<file path="config.mk">
export PLATFORM = sky130hd
export DESIGN_NAME = morse_character_keyer
export DESIGN_NICKNAME = d
export VERILOG_FILES = /design/src/mck_pkg.sv /design/src/morse_character_keyer.sv
export SDC_FILE = /design/constraint.sdc
export NUM_CORES = 1
export LEC_CHECK = 0
export BUFFER_PORTS_ARGS = -buffer_cell sky130_fd_sc_hd__buf_2
export CAP_MARGIN = 20
export CORE_UTILIZATION = 42
export DETAILED_ROUTE_END_ITERATION = 16
export GPL_ROUTABILITY_DRIVEN = 0
export GPL_TIMING_DRIVEN = 0
export SLEW_MARGIN = 20
export SYNTH_ARGS = -nofsm -noshare
export SYNTH_HDL_FRONTEND = slang
export SYNTH_SLANG_ARGS = --single-unit
export TNS_END_PERCENT = 5
</file>
<file path="constraint.sdc">
create_clock -name clk -period 4 [get_ports clk]
set_input_delay 1 -clock clk [delete_from_list [all_inputs] [get_ports clk]]
set_output_delay 1 -clock clk [all_outputs]
set_load 0.02 [all_outputs]
</file>
<file path="src/mck_pkg.sv">
package mck_pkg;

    // Longest Morse code handled; no table entry reaches past it
    localparam int MaxElements = 6;
    localparam int ErrorBlinks = 5;
    localparam int NumCodes    = 43;

    localparam int LenW  = $clog2(MaxElements + 1);
    localparam int TimeW = 12;

    // Configuration register indexes
    localparam logic [2:0] CFG_LAMP_LEVEL     = 3'd0;
    localparam logic [2:0] CFG_DOT_TIME       = 3'd1;
    localparam logic [2:0] CFG_DASH_TIME      = 3'd2;
    localparam logic [2:0] CFG_ELEMENT_GAP    = 3'd3;
    localparam logic [2:0] CFG_CHAR_GAP       = 3'd4;
    localparam logic [2:0] CFG_LINE_PAUSE     = 3'd5;
    localparam logic [2:0] CFG_ERROR_ON_TIME  = 3'd6;
    localparam logic [2:0] CFG_ERROR_OFF_TIME = 3'd7;

    typedef enum logic [1:0] {
        KIND_SPACE,
        KIND_LINE,
        KIND_ERROR,
        KIND_MORSE
    } kind_t;

    typedef struct packed {
        kind_t                  kind;
        logic [LenW-1:0]        len;
        logic [MaxElements-1:0] bits;
    } char_info_t;

    // Element count and pattern (first element in highest used bit, 1 = dash).
    // Order: A-Z, 0-9, then , . ; : ' " -
    localparam logic [LenW-1:0] CODE_LEN [NumCodes] = '{
        3'd2, 3'd4, 3'd4, 3'd3, 3'd1, 3'd4, 3'd3, 3'd4, 3'd2, 3'd4, 3'd3, 3'd4, 3'd2,
        3'd2, 3'd3, 3'd4, 3'd4, 3'd3, 3'd3, 3'd1, 3'd3, 3'd4, 3'd3, 3'd4, 3'd4, 3'd4,
        3'd5, 3'd5, 3'd5, 3'd5, 3'd5, 3'd5, 3'd5, 3'd5, 3'd5, 3'd5,
        3'd6, 3'd6, 3'd6, 3'd6, 3'd6, 3'd6, 3'd6
    };

    localparam logic [MaxElements-1:0] CODE_BITS [NumCodes] = '{
        6'd1,  6'd8,  6'd10, 6'd4,  6'd0,  6'd2,  6'd6,  6'd0,  6'd0,  6'd7,
        6'd5,  6'd4,  6'd3,  6'd2,  6'd7,  6'd6,  6'd13, 6'd2,  6'd0,  6'd1,
        6'd1,  6'd1,  6'd3,  6'd9,  6'd11, 6'd12,
        6'd31, 6'd15, 6'd7,  6'd3,  6'd1,  6'd0,  6'd16, 6'd24, 6'd28, 6'd30,
        6'd51, 6'd21, 6'd42, 6'd56, 6'd30, 6'd18, 6'd33
    };

    // Classify one byte and fetch its Morse pattern
    function automatic char_info_t decode_char(input logic [7:0] c);
        char_info_t  info;
        logic [7:0]  diff;
        logic [5:0]  idx;
        logic        found;
        info  = '{kind: KIND_ERROR, len: LenW'(ErrorBlinks), bits: '0};
        diff  = 8'd0;
        idx   = 6'd0;
        found = 1'b0;
        if (c >= 8'h61 && c <= 8'h7a) begin
            diff  = c - 8'h61;
            idx   = diff[5:0];
            found = 1'b1;
        end else if (c >= 8'h41 && c <= 8'h5a) begin
            diff  = c - 8'h41;
            idx   = diff[5:0];
            found = 1'b1;
        end else if (c >= 8'h30 && c <= 8'h39) begin
            diff  = c - 8'h30 + 8'd26;
            idx   = diff[5:0];
            found = 1'b1;
        end else begin
            found = 1'b1;
            case (c)
                8'h2c:   idx = 6'd36;
                8'h2e:   idx = 6'd37;
                8'h3b:   idx = 6'd38;
                8'h3a:   idx = 6'd39;
                8'h27:   idx = 6'd40;
                8'h22:   idx = 6'd41;
                8'h2d:   idx = 6'd42;
                default: found = 1'b0;
            endcase
        end
        if (c == 8'h20) begin
            info = '{kind: KIND_SPACE, len: LenW'(1), bits: '0};
        end else if (c == 8'h0a || c == 8'h0d) begin
            info = '{kind: KIND_LINE, len: LenW'(1), bits: '0};
        end else if (found) begin
            info = '{kind: KIND_MORSE, len: CODE_LEN[idx], bits: CODE_BITS[idx]};
        end
        return info;
    endfunction

endpackage

</file>
<file path="src/morse_character_keyer.sv">
// A character beat is taken into the character register, and its pulse beats are registered
// in the output register, one pulse beat per cycle while out_stall does not hold them; a
// character holds the input while its pulses go out (1 for a pause, 1 to 6 for Morse,
// 5 for an error), set by the pulse counter in the character register. The next character
// is taken with the last pulse. Reset (rst_n, asynchronous, active low) empties the block
// and loads the default configuration values.
module morse_character_keyer (
    input  logic                      clk,
    input  logic                      rst_n,
    input  logic                      cfg_write,
    input  logic [2:0]                cfg_index,
    input  logic [mck_pkg::TimeW-1:0] cfg_data,
    input  logic                      in_valid,
    output logic                      in_stall,
    input  logic [7:0]                char_code,
    output logic                      out_valid,
    input  logic                      out_stall,
    output logic                      lamp_select,
    output logic [7:0]                drive_level,
    output logic                      tone_enable,
    output logic [mck_pkg::TimeW-1:0] on_time,
    output logic [mck_pkg::TimeW:0]   off_time,
    output logic                      bad_char,
    output logic                      last_pulse
);
    import mck_pkg::*;

    // Configuration registers
    logic [7:0]       lamp_level_reg;
    logic [TimeW-1:0] dot_time_reg;
    logic [TimeW-1:0] dash_time_reg;
    logic [TimeW-1:0] element_gap_reg;
    logic [TimeW-1:0] char_gap_reg;
    logic [TimeW-1:0] line_pause_reg;
    logic [TimeW-1:0] error_on_time_reg;
    logic [TimeW-1:0] error_off_time_reg;

    // Character register and pulse counter
    logic            item_valid_reg, item_valid_next;
    char_info_t      item_reg, item_next;
    logic [LenW-1:0] count_reg, count_next;

    // Output register
    logic            out_valid_reg, out_valid_next;
    logic            lamp_select_reg, lamp_select_next;
    logic [7:0]      drive_level_reg, drive_level_next;
    logic            tone_enable_reg, tone_enable_next;
    logic [TimeW-1:0] on_time_reg, on_time_next;
    logic [TimeW:0]  off_time_reg, off_time_next;
    logic            bad_char_reg, bad_char_next;
    logic            last_pulse_reg, last_pulse_next;

    logic            load_out;
    logic            is_last;
    logic            item_done;
    logic            accept;
    logic [LenW-1:0] elem_pos;
    logic            is_dash;
    logic [TimeW:0]  extra_gap;

    // Config writes
    always_ff @(posedge clk or negedge rst_n)
    begin
        if (!rst_n)
        begin
            lamp_level_reg     <= 8'd100;
            dot_time_reg       <= 12'd300;
            dash_time_reg      <= 12'd1000;
            element_gap_reg    <= 12'd200;
            char_gap_reg       <= 12'd750;
            line_pause_reg     <= 12'd2000;
            error_on_time_reg  <= 12'd100;
            error_off_time_reg <= 12'd25;
        end
        else if (cfg_write)
        begin
            unique case (cfg_index)
                CFG_LAMP_LEVEL:     lamp_level_reg     <= cfg_data[7:0];
                CFG_DOT_TIME:       dot_time_reg       <= cfg_data;
                CFG_DASH_TIME:      dash_time_reg      <= cfg_data;
                CFG_ELEMENT_GAP:    element_gap_reg    <= cfg_data;
                CFG_CHAR_GAP:       char_gap_reg       <= cfg_data;
                CFG_LINE_PAUSE:     line_pause_reg     <= cfg_data;
                CFG_ERROR_ON_TIME:  error_on_time_reg  <= cfg_data;
                CFG_ERROR_OFF_TIME: error_off_time_reg <= cfg_data;
                default:            ;
            endcase
        end
    end

    // Handshake control
    assign load_out  = item_valid_reg && (!out_valid_reg || !out_stall);
    assign is_last   = (count_reg == item_reg.len - LenW'(1));
    assign item_done = load_out && is_last;
    assign in_stall  = item_valid_reg && !item_done;
    assign accept    = in_valid && !in_stall;

    // Character register update
    always_comb
    begin
        item_valid_next = item_valid_reg;
        item_next       = item_reg;
        count_next      = count_reg;
        if (accept)
        begin
            item_valid_next = 1'b1;
            item_next       = decode_char(char_code);
            count_next      = '0;
        end
        else if (item_done)
        begin
            item_valid_next = 1'b0;
        end
        else if (load_out)
        begin
            count_next = count_reg + LenW'(1);
        end
    end

    // Pulse fields for the current element
    assign elem_pos  = item_reg.len - LenW'(1) - count_reg;
    assign is_dash   = item_reg.bits[elem_pos];
    assign extra_gap = is_last ? {1'b0, char_gap_reg} : '0;

    always_comb
    begin
        out_valid_next   = out_valid_reg;
        lamp_select_next = lamp_select_reg;
        drive_level_next = drive_level_reg;
        tone_enable_next = tone_enable_reg;
        on_time_next     = on_time_reg;
        off_time_next    = off_time_reg;
        bad_char_next    = bad_char_reg;
        last_pulse_next  = last_pulse_reg;
        if (load_out)
        begin
            out_valid_next  = 1'b1;
            last_pulse_next = is_last;
            unique case (item_reg.kind)
                KIND_SPACE:
                begin
                    lamp_select_next = 1'b0;
                    drive_level_next = 8'd0;
                    tone_enable_next = 1'b0;
                    on_time_next     = '0;
                    off_time_next    = {1'b0, char_gap_reg};
                    bad_char_next    = 1'b0;
                end
                KIND_LINE:
                begin
                    lamp_select_next = 1'b0;
                    drive_level_next = 8'd0;
                    tone_enable_next = 1'b0;
                    on_time_next     = '0;
                    off_time_next    = {1'b0, line_pause_reg};
                    bad_char_next    = 1'b0;
                end
                KIND_ERROR:
                begin
                    lamp_select_next = 1'b1;
                    drive_level_next = lamp_level_reg;
                    tone_enable_next = 1'b0;
                    on_time_next     = error_on_time_reg;
                    off_time_next    = {1'b0, error_off_time_reg} + extra_gap;
                    bad_char_next    = 1'b1;
                end
                KIND_MORSE:
                begin
                    lamp_select_next = 1'b0;
                    drive_level_next = lamp_level_reg;
                    tone_enable_next = 1'b1;
                    on_time_next     = is_dash ? dash_time_reg : dot_time_reg;
                    off_time_next    = {1'b0, element_gap_reg} + extra_gap;
                    bad_char_next    = 1'b0;
                end
                default:
                begin
                    lamp_select_next = 1'b0;
                end
            endcase
        end
        else if (!out_stall)
        begin
            out_valid_next = 1'b0;
        end
    end

    // Control registers
    always_ff @(posedge clk or negedge rst_n)
    begin
        if (!rst_n)
        begin
            item_valid_reg <= 1'b0;
            out_valid_reg  <= 1'b0;
        end
        else
        begin
            item_valid_reg <= item_valid_next;
            out_valid_reg  <= out_valid_next;
        end
    end

    // Payload registers
    always_ff @(posedge clk)
    begin
        item_reg        <= item_next;
        count_reg       <= count_next;
        lamp_select_reg <= lamp_select_next;
        drive_level_reg <= drive_level_next;
        tone_enable_reg <= tone_enable_next;
        on_time_reg     <= on_time_next;
        off_time_reg    <= off_time_next;
        bad_char_reg    <= bad_char_next;
        last_pulse_reg  <= last_pulse_next;
    end

    assign out_valid   = out_valid_reg;
    assign lamp_select = lamp_select_reg;
    assign drive_level = drive_level_reg;
    assign tone_enable = tone_enable_reg;
    assign on_time     = on_time_reg;
    assign off_time    = off_time_reg;
    assign bad_char    = bad_char_reg;
    assign last_pulse  = last_pulse_reg;

endmodule
</file>
# == Word level (Yosys, flattened, before mapping) ==
# Memory sizes are Yosys's and may differ from the RTL's.
# Index checks and enable logic that the tools add are counted.
# W data, S select, Z words.
# classes
addsub,9
magnitude_cmp,8
eq_ne,22
muxes,29
bitwise_logic,3
reduce_logical,32
# op_table
op,count
$eq A8 B6 Y1 const B,8
$pmux W13 S4,1
$pmux W6 S7,1
$mux W6,6
$pmux W12 S3,1
$add A12 B12 Y13,2
$mux W12,2
$mux W10,2
$reduce_and A2 Y1,9
$eq A8 B4 Y1 const B,2
$ge A8 B7 Y1 const B,2
$le A8 B7 Y1 const B,2
$pmux W8 S2,1
$eq A3 B3 Y1 const B,4
$sub A6 B6 Y6 const B,2
$mux W1,10
$reduce_or A3 Y1,3
$ge A8 B6 Y1 const B,1
$le A8 B6 Y1 const B,1
$ge A7 B7 Y1 const B,1
$logic_and A1 B1 Y1,7
$not A6 Y7,1
$reduce_or A7 Y1,1
$add A6 B5 Y6 const B,1
21 further kinds,32
# totals
register_bits,144
mem_bits_ro,576
mem_count,2
# mem_list
name,depth,word_bits,read_ports,rd_ports_with_merged_regs,wr,line,rtl
(name not given),64,6,1,0,0,mck_pkg.sv:91,"info = '{kind: KIND_MORSE, len: CODE_LEN[idx], bits: CODE_BITS[idx]};"
(name not given),64,3,1,0,0,mck_pkg.sv:91,

# == Logic depth before layout (Yosys ltp) ==
# depth
depth_word,15
mapped_depth,17
mapped_depth_nobuf,16

# == Worst setup path before layout ==
# No wires, ideal clock.
# synth_timing
kind,input-to-reg
start,input char_code[2]
end,register item_reg[7] (netlist name) (data pin)
setup_ns,0.259
arrival_time_ns,3.832
t_required_ns,3.741
setup_slack_ns,-0.091
path_stages,13
path_cell_list,buf_2 > inv_1 > ha_1 > or3b_1 > o2111ai_1 > or2b_2 > a21oi_2 > inv_1 > ha_1 > or2_2 > nand3_1 > a21oi_1 > a211o_1
# synth_between
elab_chain_cells,10
elab_cells_between_ends,41
# synth_rtl
element,line,rtl
from (decl),morse_character_keyer.sv:15,"input logic [7:0] char_code,"
$sub A6 B6 Y6 (tied with other cells),mck_pkg.sv:70,diff = c - 8'h30 + 8'd26;
$add A6 B5 Y6 (tied with other cells),mck_pkg.sv:70,
$mux W6,mck_pkg.sv:69,end else if (c >= 8'h30 && c <= 8'h39) begin
$mux W6,mck_pkg.sv:65,end else if (c >= 8'h41 && c <= 8'h5a) begin
$mux W6,mck_pkg.sv:61,if (c >= 8'h61 && c <= 8'h7a) begin
$mux W6,morse_character_keyer.sv:104,if (accept)
$not A6 Y7 (implied by the code),mck_pkg.sv:91,
$mem_v2 Z64 W3,n/a,
$mux W3 (implied by the code) (2 in series),mck_pkg.sv:91,
to (signal assigned),morse_character_keyer.sv:206,item_reg <= item_next;
to (decl),morse_character_keyer.sv:40,"char_info_t item_reg, item_next;"
# Parallel ways exist; a longest one is shown, timed or not. The select of a mux whose other input is x is not followed.
# A chain may end at the register's enable or synchronous reset.

# == Worst setup path in the final report ==
# Ends and elaborated chain as after synthesis.

==> metrics.txt <==
worst slew pin tran 0.7530 ns; Post-synth top cells 107 x mux2_2, 59 x dfrtp_1, 47 x edfxtp_1; first-pass GRT wire length 29450 microns; fillers 1540; Initial DRT Pass Iterations 12; final setup fails 0; Comb pwr share 0.314; outcome complete, but fails checks; Rel. slew slack 0.4980; Async S/R FF share, synth 0.6528; Warnings, synthesis 0; Core Area 18210 sq um; Worst R2R End off_time[11]$_DFFE_PP_; Pleak 0.003865 uW; max FFs per register 13; Die W 139.0 microns; Netlist cell types 75; DP Wirelength 12600 microns; count leader, synth mux2_2; CTS H-tree lvls 4; CP required 4.16 ns; top cell type by total area after synthesis dfrtp_1; final hold violation count 0; Synth Flop Type dfrtp_1; top cells by area in the synthesized netlist dfrtp_1 19%, edfxtp_1 18%, mux2_2 15%, dfstp_2 12%, ha_1 5.2%; CTS tree yes; EDFF count, synth 47; sequential share of the synthesized area 0.4903; synthesized instance count 662; Yosys reg bits 144; Mean Syn Cell Area 11.91 sq um; reg-to-reg slack, setup 0.29 ns; crit end category flop; Avg Vias per Cell 5.654; Remaining DRCs 4; starting DRC count in detailed routing 251; Data arrival, critical path 4.01 ns; root buffer cell clkbuf_16; Die Ht 139.0 microns; n_diodes 0; initial antenna violation count 1; syn nets 725; final wirelength 17910 microns; R2R Path Start item_reg[9]$_SDFFCE_PP0P_; IO Pins 67; final net count 810; vias 5592; vias in the first global route 5715; P_int 3697 uW; kind of critical path in -> reg; Tmin final 3.850 ns; Clock Pin Slew Worst Setup and Hold Paths 0.06 ns; crit path from char_code[2]; pwr dens 592.6 nW/um^2; # port buffers 63; area share of the largest cell type after synthesis 0.1872; largest net degree at the start of global routing 85; setup_tns 0 ns; Peak VDD IR 260.9 uV; NetSw 1749 uW; Sw Ratio 0.3211; Max Cap Violations 0; Initial Utilization 0.4332; Worst Skew 0.007870 ns; startpoint type of the worst setup path primary input; Setup WS pre-CTS -0.5691 ns; Die Footprint 19330 sq um; grt total ovfl 0; Routed WL per cell 18.10 microns; CTS Sinks 144; fin crit share 0.9624; Clock Power Share 0.290; CTS Buffer Depth 2; CP max FO 10; Flop pwr share 0.396; failing checks design-rule violations; total track usage 0.1947; layout cells sized above 1 0.3618; Post-DRT Antenna Nets 0; Mapped Area 7888 sq um; final setup margin 0.1503 ns; Syn-to-layout area delta 16.51%; Fmax achieved 259.8 MHz; TritonCTS buffer count 17; row cnt 49; Final Slew Violations 0; CP endpoint item_reg[7]$_SDFFCE_PP0P_; reg2reg path depth 12; clock latency at the later pin of the worst-skew pair 0.42 ns; worst min-delay path class in -> async
==> routing by layer <==
metal / track usage / wire length, microns / vias to the layer above
met3: 0.03315 / 749 / 30
met4: 0.08480 / 424 / 2
met5: 0 / 13 / -
met2: 0.3331 / 8978 / 169
li1: - / - / 2612
met1: 0.2423 / 7739 / 2779
==> layout by cell type, fill, tap and decap left out, drive strengths merged, types with 4 or more instances in the layout <==
cell type,count
nand2,33
nor2b,8
o21a,4
o211ai,6
inv,29
nor2,23
a211oi,10
xnor2,8
nand3,10
nor3b,5
ha,33
nor3,19
clkbuf,32
a31oi,10
xor2,5
buf,84
mux2,107
dfstp,35
a21o,5
o21ai,34
mux2i,25
clkinv,4
edfxtp,47
and2,24
and3,5
nand2b,10
a21oi,20
dfrtp,59
==> critical path, stage by stage <==
cell and delay (ns):
buf_2 0.13, buf_2 0.19, inv_2 0.13, ha_1 0.15, or3b_1 0.38, o2111ai_1 0.16
or2b_4 0.35, a21oi_4 0.19, inv_1 0.13, ha_1 0.39, or2_2 0.34, nand3_1 0.09
a21oi_1 0.07, a211o_1 0.31
==> kinds of logic after synthesis <==
family	count (synthesis)	share of synthesized area
XOR/XNOR	13	0.01444
flip-flops	144	0.4903
buffers and inverters	55	0.03014
AO/OA/AOI/OAI	120	0.1058
adder cells (fa/ha/maj)	35	0.05742
AND/OR/NAND/NOR	162	0.1145
multiplexers	133	0.1873
==> metrics by stage <==
stage	total power [uW]	utilization	cells	cell area [sq um]	hold WS, ns
after floorplan	3405	-	662	7895	0.4484
after global placement	3806	0.4666	954	8497	0.4591
after detailed placement	3884	0.4701	956	8559	0.4792
after CTS	5486	0.5037	989	9171	0.3742
after global routing	5744	0.5047	989	9190	0.3728
final	5446	0.5047	989	9190	0.3816
==> worst min path at each step <==
| stage | from | endpoint |
|---|---|---|
| global route | rst_n | lamp_level_reg[1]$_DFFE_PN0P_ |
| global placement | item_valid_reg$_DFFE_PN0P_ | out_valid$_DFFE_PN0P_ |
| detailed placement | item_valid_reg$_DFFE_PN0P_ | out_valid$_DFFE_PN0P_ |
| floorplan | item_valid_reg$_DFFE_PN0P_ | out_valid$_DFFE_PN0P_ |
| CTS | rst_n | lamp_level_reg[1]$_DFFE_PN0P_ |
| finish | rst_n | lamp_level_reg[1]$_DFFE_PN0P_ |
==> area by class of cell <==
class | count | area [sq um] | area share
well taps | 229 | 286.5 | 0.03118
repair buffers | 68 | 399.1 | 0.04343
clock buffers | 19 | 442.9 | 0.04820
plain buffers | 29 | 142.6 | 0.01552
clock inverters | 13 | 151.4 | 0.01647
inverters | 24 | 90.09 | 0.009803
flip-flops and latches | 144 | 3867 | 0.4208
multi-input cells | 463 | 3810 | 0.4146
==> power by group through the flow <==
stage	clock network [uW]	registers (uW)	logic [uW]
2_1_floorplan	0	2290	1110
3_3_place_gp	0	2160	1650
3_5_place_dp	0	2180	1710
4_1_cts	1610	2150	1720
5_1_grt	1660	2200	1880
6_report	1580	2160	1710
==> repair_timing <==
action                     4_1_cts  5_1_grt
gates resized for setup          3        7
setup endpoints to repair        8       14
pin swaps                        1        1
buffers inserted                 1        2
hold buffers                     0        0
Power figures use the tool's default switching activity.
